File: config.mk
export PLATFORM = sky130hd
export DESIGN_NAME = ttc_ctrl
export DESIGN_NICKNAME = d
export VERILOG_FILES = /design/src/hdl/ttc_pkg.sv /design/src/hdl/ttc_ctrl.sv
export SDC_FILE = /design/constraint.sdc
export NUM_CORES = 1
export LEC_CHECK = 0
export ABC_AREA = 0
export BUFFER_PORTS_ARGS = -buffer_cell sky130_fd_sc_hd__buf_2
export CAP_MARGIN = 20
export CORE_MARGIN = 4
export CORE_UTILIZATION = 45
export DETAILED_ROUTE_END_ITERATION = 10
export PLACE_DENSITY = 0.74
export REMOVE_ABC_BUFFERS = 1
export SLEW_MARGIN = 10
export SYNTH_ARGS = -nofsm -noshare
export SYNTH_HDL_FRONTEND = slang
export SYNTH_SLANG_ARGS = --single-unit
File: constraint.sdc
create_clock -name clk -period 2.5 [get_ports clk]
set_input_delay 0.375 -clock clk [delete_from_list [all_inputs] [get_ports clk]]
set_output_delay 0.375 -clock clk [all_outputs]
set_load 0.05 [all_outputs]
File: src/hdl/ttc_pkg.sv
// Shared types and constants for the text terminal cell and cursor engine.
// Holds the datapath command and status types used by the controller and datapath.
// No dependencies.
package ttc_pkg;

	// Port field widths.
	localparam int TEXT_W      = 8;
	localparam int KIND_W      = 2;
	localparam int ROW_W       = 7;
	localparam int COL_W       = 8;
	localparam int GLYPH_W     = 7;
	localparam int OUT_DATA_W  = 24;
	localparam int CFG_INDEX_W = 2;
	localparam int CFG_DATA_W  = 9;
	localparam int CFG_COLS_W  = 9;
	localparam int CFG_ROWS_W  = 8;

	// Result kinds carried on the output tuser.
	localparam logic [KIND_W-1:0] KIND_CELL   = 2'd0;
	localparam logic [KIND_W-1:0] KIND_SCROLL = 2'd1;
	localparam logic [KIND_W-1:0] KIND_CLEAR  = 2'd2;

	// Input commands carried on the input tuser.
	localparam logic CMD_TEXT  = 1'b0;
	localparam logic CMD_CLEAR = 1'b1;

	// Configuration register indexes.
	localparam logic [CFG_INDEX_W-1:0] CFG_COLUMNS = 2'd0;
	localparam logic [CFG_INDEX_W-1:0] CFG_ROWS    = 2'd1;

	// Configuration reset values.
	localparam logic [CFG_COLS_W-1:0] COLS_RESET = 9'd80;
	localparam logic [CFG_ROWS_W-1:0] ROWS_RESET = 8'd25;

	// Character codes.
	localparam logic [GLYPH_W-1:0] SPACE_GLYPH = 7'h20;
	localparam logic [TEXT_W-1:0]  CHAR_LF     = 8'h0A;
	localparam logic [TEXT_W-1:0]  CHAR_CR     = 8'h0D;
	localparam logic [TEXT_W-1:0]  CHAR_BS     = 8'h08;
	localparam logic [TEXT_W-1:0]  CHAR_TAB    = 8'h09;
	localparam logic [TEXT_W-1:0]  PRINT_LO    = 8'h20;
	localparam logic [TEXT_W-1:0]  PRINT_HI    = 8'h7E;

	// Tab stops every eight columns.
	localparam int TAB_SHIFT = 3;

	// Commands from the controller to the datapath.
	typedef enum logic [3:0] {
		OP_NONE        = 4'd0,
		OP_INIT_WR     = 4'd1,
		OP_LOAD        = 4'd2,
		OP_CLAMP       = 4'd3,
		OP_CUR_RD      = 4'd4,
		OP_EMIT_OLD    = 4'd5,
		OP_CHAR        = 4'd6,
		OP_WRAP        = 4'd7,
		OP_SCR_RD      = 4'd8,
		OP_SCR_WR      = 4'd9,
		OP_SCR_BLANK   = 4'd10,
		OP_EMIT_SCROLL = 4'd11,
		OP_EMIT_CLEAR  = 4'd12,
		OP_CLR_WR      = 4'd13,
		OP_EMIT_FIN    = 4'd14
	} dp_op_t;

	// Status from the datapath to the controller.
	typedef struct packed {
		logic out_free;
		logic cmd_clear;
		logic has_write;
		logic need_scroll;
		logic row_done;
		logic col_last;
		logic row_last;
		logic init_last;
	} dp_status_t;

endpackage

File: src/hdl/ttc_ctrl.sv
// Controller state machine of the text terminal engine.
// Sequences the datapath through each command; depends on ttc_pkg.
module ttc_ctrl (
	input  logic                clk,
	input  logic                arst_n,
	input  logic                in_valid,
	output logic                in_ready,
	input  ttc_pkg::dp_status_t status,
	output ttc_pkg::dp_op_t     op
);

	import ttc_pkg::*;

	typedef enum logic [14:0] {
		S_INIT     = 15'b000000000000001,
		S_IDLE     = 15'b000000000000010,
		S_CLAMP    = 15'b000000000000100,
		S_CUR_RD   = 15'b000000000001000,
		S_CUR_EMIT = 15'b000000000010000,
		S_CHAR     = 15'b000000000100000,
		S_WRAP     = 15'b000000001000000,
		S_SC_RD    = 15'b000000010000000,
		S_SC_WR    = 15'b000000100000000,
		S_SC_BLANK = 15'b000001000000000,
		S_SC_EMIT  = 15'b000010000000000,
		S_CLR_EMIT = 15'b000100000000000,
		S_CLR_FILL = 15'b001000000000000,
		S_FIN_RD   = 15'b010000000000000,
		S_FIN_EMIT = 15'b100000000000000
	} state_t;

	state_t state_q, state_d;

	// Next state and datapath command.
	always_comb begin
		state_d  = state_q;
		op       = OP_NONE;
		in_ready = 1'b0;
		unique case (state_q)
			S_INIT: begin
				op = OP_INIT_WR;
				if (status.init_last) begin
					state_d = S_IDLE;
				end
			end
			S_IDLE: begin
				in_ready = 1'b1;
				if (in_valid) begin
					op      = OP_LOAD;
					state_d = S_CLAMP;
				end
			end
			S_CLAMP: begin
				op      = OP_CLAMP;
				state_d = status.cmd_clear ? S_CLR_EMIT : S_CUR_RD;
			end
			S_CUR_RD: begin
				op      = OP_CUR_RD;
				state_d = S_CUR_EMIT;
			end
			S_CUR_EMIT: begin
				if (status.out_free) begin
					op      = OP_EMIT_OLD;
					state_d = S_CHAR;
				end
			end
			S_CHAR: begin
				if (!status.has_write || status.out_free) begin
					op      = OP_CHAR;
					state_d = S_WRAP;
				end
			end
			S_WRAP: begin
				op      = OP_WRAP;
				state_d = status.need_scroll ? S_SC_RD : S_FIN_RD;
			end
			S_SC_RD: begin
				if (status.row_done) begin
					state_d = S_SC_BLANK;
				end else begin
					op      = OP_SCR_RD;
					state_d = S_SC_WR;
				end
			end
			S_SC_WR: begin
				op      = OP_SCR_WR;
				state_d = S_SC_RD;
			end
			S_SC_BLANK: begin
				op = OP_SCR_BLANK;
				if (status.col_last) begin
					state_d = S_SC_EMIT;
				end
			end
			S_SC_EMIT: begin
				if (status.out_free) begin
					op      = OP_EMIT_SCROLL;
					state_d = S_FIN_RD;
				end
			end
			S_CLR_EMIT: begin
				if (status.out_free) begin
					op      = OP_EMIT_CLEAR;
					state_d = S_CLR_FILL;
				end
			end
			S_CLR_FILL: begin
				op = OP_CLR_WR;
				if (status.col_last && status.row_last) begin
					state_d = S_FIN_RD;
				end
			end
			S_FIN_RD: begin
				op      = OP_CUR_RD;
				state_d = S_FIN_EMIT;
			end
			S_FIN_EMIT: begin
				if (status.out_free) begin
					op      = OP_EMIT_FIN;
					state_d = S_IDLE;
				end
			end
			default: begin
				state_d = S_IDLE;
			end
		endcase
	end

	// State register.
	always_ff @(posedge clk or negedge arst_n) begin
		if (!arst_n) begin
			state_q <= S_INIT;
		end else begin
			state_q <= state_d;
		end
	end

endmodule

Word-level counts from Yosys, hierarchy flattened
Index checks and enable logic that the tools add are counted.

Bits in registers: 15. Input bits: 11. Logic and storage cells: 52.

Equal/unequal tests: 24. Multiplexer cells: 22. Reduce and logical (&&, ||, !) cells: 5.

Operator list (number): 15-bit one-hot mux with 15 select lines (1); 15-bit two-way mux (9); 4-bit one-hot mux with 14 select lines (1); 2-bit inequality test (second input constant) (9); 4-bit two-way mux (4); 15-bit by 1-bit == test with 1-bit output (second input constant) (1); 15-bit by 10-bit == test with 1-bit output (second input constant) (1); 15-bit by 11-bit == test with 1-bit output (second input constant) (1); 15-bit by 12-bit == test with 1-bit output (second input constant) (1); 15-bit by 13-bit == test with 1-bit output (second input constant) (1); 15-bit by 14-bit == test with 1-bit output (second input constant) (1); 15-bit == test (second input constant) (1); 15-bit by 2-bit == test with 1-bit output (second input constant) (1); 15-bit by 3-bit == test with 1-bit output (second input constant) (1); 15-bit by 4-bit == test with 1-bit output (second input constant) (1); 15-bit by 5-bit == test with 1-bit output (second input constant) (1); 15-bit by 6-bit == test with 1-bit output (second input constant) (1); 15-bit by 7-bit == test with 1-bit output (second input constant) (1); 15-bit by 8-bit == test with 1-bit output (second input constant) (1); 15-bit by 9-bit == test with 1-bit output (second input constant) (1); 14-bit two-way mux (1); 12-bit two-way mux (1); 10-bit two-way mux (1); 9-bit AND reduction (1); 7 further kinds (8).

Longest topological paths before layout
Word-level depth: 4. Gate-level depth with buffers: 7. Depth with buffers taken out: 5.

Least setup slack after synthesis
No wires, ideal clock.

Path kind: reg-to-output. Start: reg state_q[5]. End: out op[1]. Data arrival time: 2.435 ns. Data required time: 2.125 ns. Path slack: -0.310 ns. Stages on the path, launching flop included: 7. Cell sequence: dfrtp_1 -> or4_1 -> buf_4 -> nor4_1 -> and4_1 -> nand2_1 -> nand4_1.

Cells in the longest elaborated chain, start to end: 3. Elaborated cells on any way between the ends: 17. Classes of those cells: eq/ne: 15; mux: 1; reduce/logical: 1.

RTL lines: start: declaration (line ttc_ctrl.sv:32) `state_t state_q, state_d;`; start signal: assignment (line ttc_ctrl.sv:134) `state_q <= state_d;`; 15-bit by 14-bit == test with 1-bit output / 15-bit by 4-bit == test with 1-bit output (equally long branches) (line ttc_ctrl.sv:39) `unique case (state_q)`; 2-bit OR reduction (no line); 4-bit one-hot mux with 14 select lines * (line ttc_ctrl.sv:39); end: declaration (line ttc_ctrl.sv:9) `output ttc_pkg::dp_op_t op`.

Every way passes the cells marked *; elsewhere a longest branch is shown, timed or not.

Final worst setup path
Same ends and word-level chain as after synthesis.

==> flow_summary.toml <==
[outcome]
status = "finished with violations"
violations = "setup timing"

[worst_hold_path]
hp-class = "input pin to flop"

[synth]
synth.top_cell.area_share = 0.3118
synth_compound_area_frac = 0.1392
synth-simple-area-share = 0.4421
synth_seq_area_share = 0.3352
synthArstFlopShare = 1.000
syn-cell-area_um2 = 1124
synth_adder_area_share = 0
synth.largest_area_cell = "dfrtp_1"
syn_inst = 120
ys_seq_elements = 15
synth.area.top_cells = "dfrtp_1, or4b_2, nor4b_1, nand3_1, nand2_1"
synth_warnings = 0
syn_area_per_cell_um2 = 9.363
yosysUniqueCellTypes = 46
synthMuxAreaShare = 0.02227
synth_top_family_by_area = "simple AND/OR/NAND/NOR gates"
synthXorXnorAreaFrac = 0.007795
synthFlopType = "dfrtp_1"
synth_edf_count = 0

[worst_setup_path]
path_common_cell = "buf_6"
max_stage_delay_ns = 0.62
rrSetupSlack_ns = 0.05
arrival_ns = 2.21
end_kind = "primary output"
critPathMaxFanout = 6
startpoint_type = "flop"
crit_family = "simple AND/OR/NAND/NOR gates"
cp.required_ns = 2.12
crit_type = "flop to primary output"
critPathSlowestCell = "or4_4"
worstPathCellList = "or4_4, buf_6, nor3_4, a311oi_1, nand4_1, buf_6"
cp_num_buf_inv = 2

[timing]
finalHoldViolations = 0
period_share = 1.032
whs_ns = 0.2158
setup_slack_ns = -0.08020
max_freq_mhz = 387.6
fin_skew_ns = 0.01058
period_needed_ns = 2.580
setup_tns_ns = -0.1643
rsz0062_at_grt = "true"
final_max_slew_viol_count = 0
setup_viol = 4
relSlewSlack = 0.6788
worstMarginPinSlew_ns = 0.4751

[pwr]
max-vdd-ir-drop_mv = 0.7740
pwr_density_cell_nw_per_um2 = 895.4
p_leak_nw = 0.7391
sw_frac_of_total = 0.4717
pwr-share-clk = 0.102
p_comb_frac = 0.673
switchingPower_mw = 0.6590
p_total_mw = 1.397
seq_power_share = 0.225
p_int_mw = 0.7381

[final_layout]
final_common_cell = "buf_4"
finalInstanceArea_um2 = 1560
fillers = 172
seq_area_um2 = 376.6
drive_above_1_share = 0.4371
fin_nets = 179
largest_reg_flops = 15
final_core_util = 0.6792
area_delta_synth_final_pct = 38.86
regMostFlops = "state_q"
top_regs = "state_q x15"
layout_common_cells = "buf_4, dfrtp_1, nand2_1, buf_2, nand3_1"
fin_cells = 195
antennaDiodeCount = 0
multi_input_area_um2 = 747.0

[global_route]
overflow = 0
antenna_found_initial = 0
globalRouteTotalUtil = 0.2187
grt_pass1_vias = 1197
grt_pass1_wl_um = 5671
grt_max_degree = 16

[clock_tree]
clock_path_buffers = 2
cts_tree = "built"
ctsRootBufferMaster = "clkbuf_4"
path_clk_slew_ns = 0.10
cts_buffers = 3
cts_max_level = 1
insertion_delay_ns = 0.29
cts_sinks = 15

[drt]
vias = 1249
drtPass1Iterations = 4
avgRoutedWirePerCell_um = 18.13
drtIter0Drc = 89
ant_nets = 0
via_per_inst = 6.405
route.detailed.drc = 0
drt-total-wl_um = 3536

[placed_design]
place_worst_setup_slack_ns = -0.01914
gp_congestion = 0.9725
placed_cells = 182
hpwl_um = 2559
io_buffer_count = 15
placed_area_um2 = 1373

[floorplan]
num_rows = 17
die_area_um2 = 3361
initial_core_util = 0.4891
pin_count = 16
coreArea_um2 = 2297
die_h_um = 57.97
fp.dieW_um = 57.97

[run]
max_cap_viol_count = 0
[layer usage]
layer  vias to the layer above  wire length (µm)  track usage
met5                         -                 0            0
met4                         0               169      0.09603
met3                        23               347      0.04009
met2                        84              1669       0.3774
met1                       570              1350       0.2634
li1                        572                 -            -
[synth_stat cells (all sizes together), types with 2 or more instances]
cell     instances
nand3b           2
nand2b           3
or4              3
nand4            3
and4             2
buf              4
o22ai            2
nor3b            2
a22o             2
nor4             9
nand2           10
o21ai            4
or3              2
dfrtp           14
o41ai            2
o2111ai          2
nand3            8
a311oi           2
nor2             7
or4b             5
nor3             4
nor2b            3
nor4b            5
a31oi            2
inv              5
[power by group through the flow]
stage          combinational, mW  clock [mW]  sequential, mW
2_1_floorplan              0.522           0           0.314
3_3_place_gp               0.767           0           0.310
3_5_place_dp               0.773           0           0.312
4_1_cts                    0.873       0.143           0.309
5_1_grt                     1.00       0.161           0.320
6_report                   0.941       0.142           0.314
[logic make-up (layout without fill, tap and decap cells)]
| kind of cell | count (synthesis) | after routing |
|---|---|---|
| flip-flops | 15 | 15 |
| multiplexers | 2 | 2 |
| XOR/XNOR | 1 | 1 |
| AND/OR/NAND/NOR | 72 | 72 |
| AO/OA/AOI/OAI | 20 | 20 |
| buffers and inverters | 10 | 57 |
[timing repair]
action,CTS,global route
hold endpoints to repair,7,0
setup endpoints to repair,5,4
resized for setup,18,3
pin swaps,11,2
hold buffers,1,0
buffers inserted,6,2
gates cloned,0,0
[final cells by class]
class	count	area share
clock buffers	4	0.01684
inverters	5	0.01203
multi-input cells	95	0.4787
flip-flops and latches	15	0.2414
well taps	28	0.02245
repair buffers	48	0.2285
[path summary, 6_finish.rpt]
path,start,end,cells past startpoint
setup reg to reg,state_q[5],state_q[10],7
min in group asynchronous,arst_n,state_q[10],2
hold reg to reg,state_q[0],state_q[0],2
hold / removal,status[0],state_q[0],2
setup / recovery,state_q[5],op[1],6
max in group asynchronous,arst_n,state_q[0],2
Power figures use the tool's default switching activity.
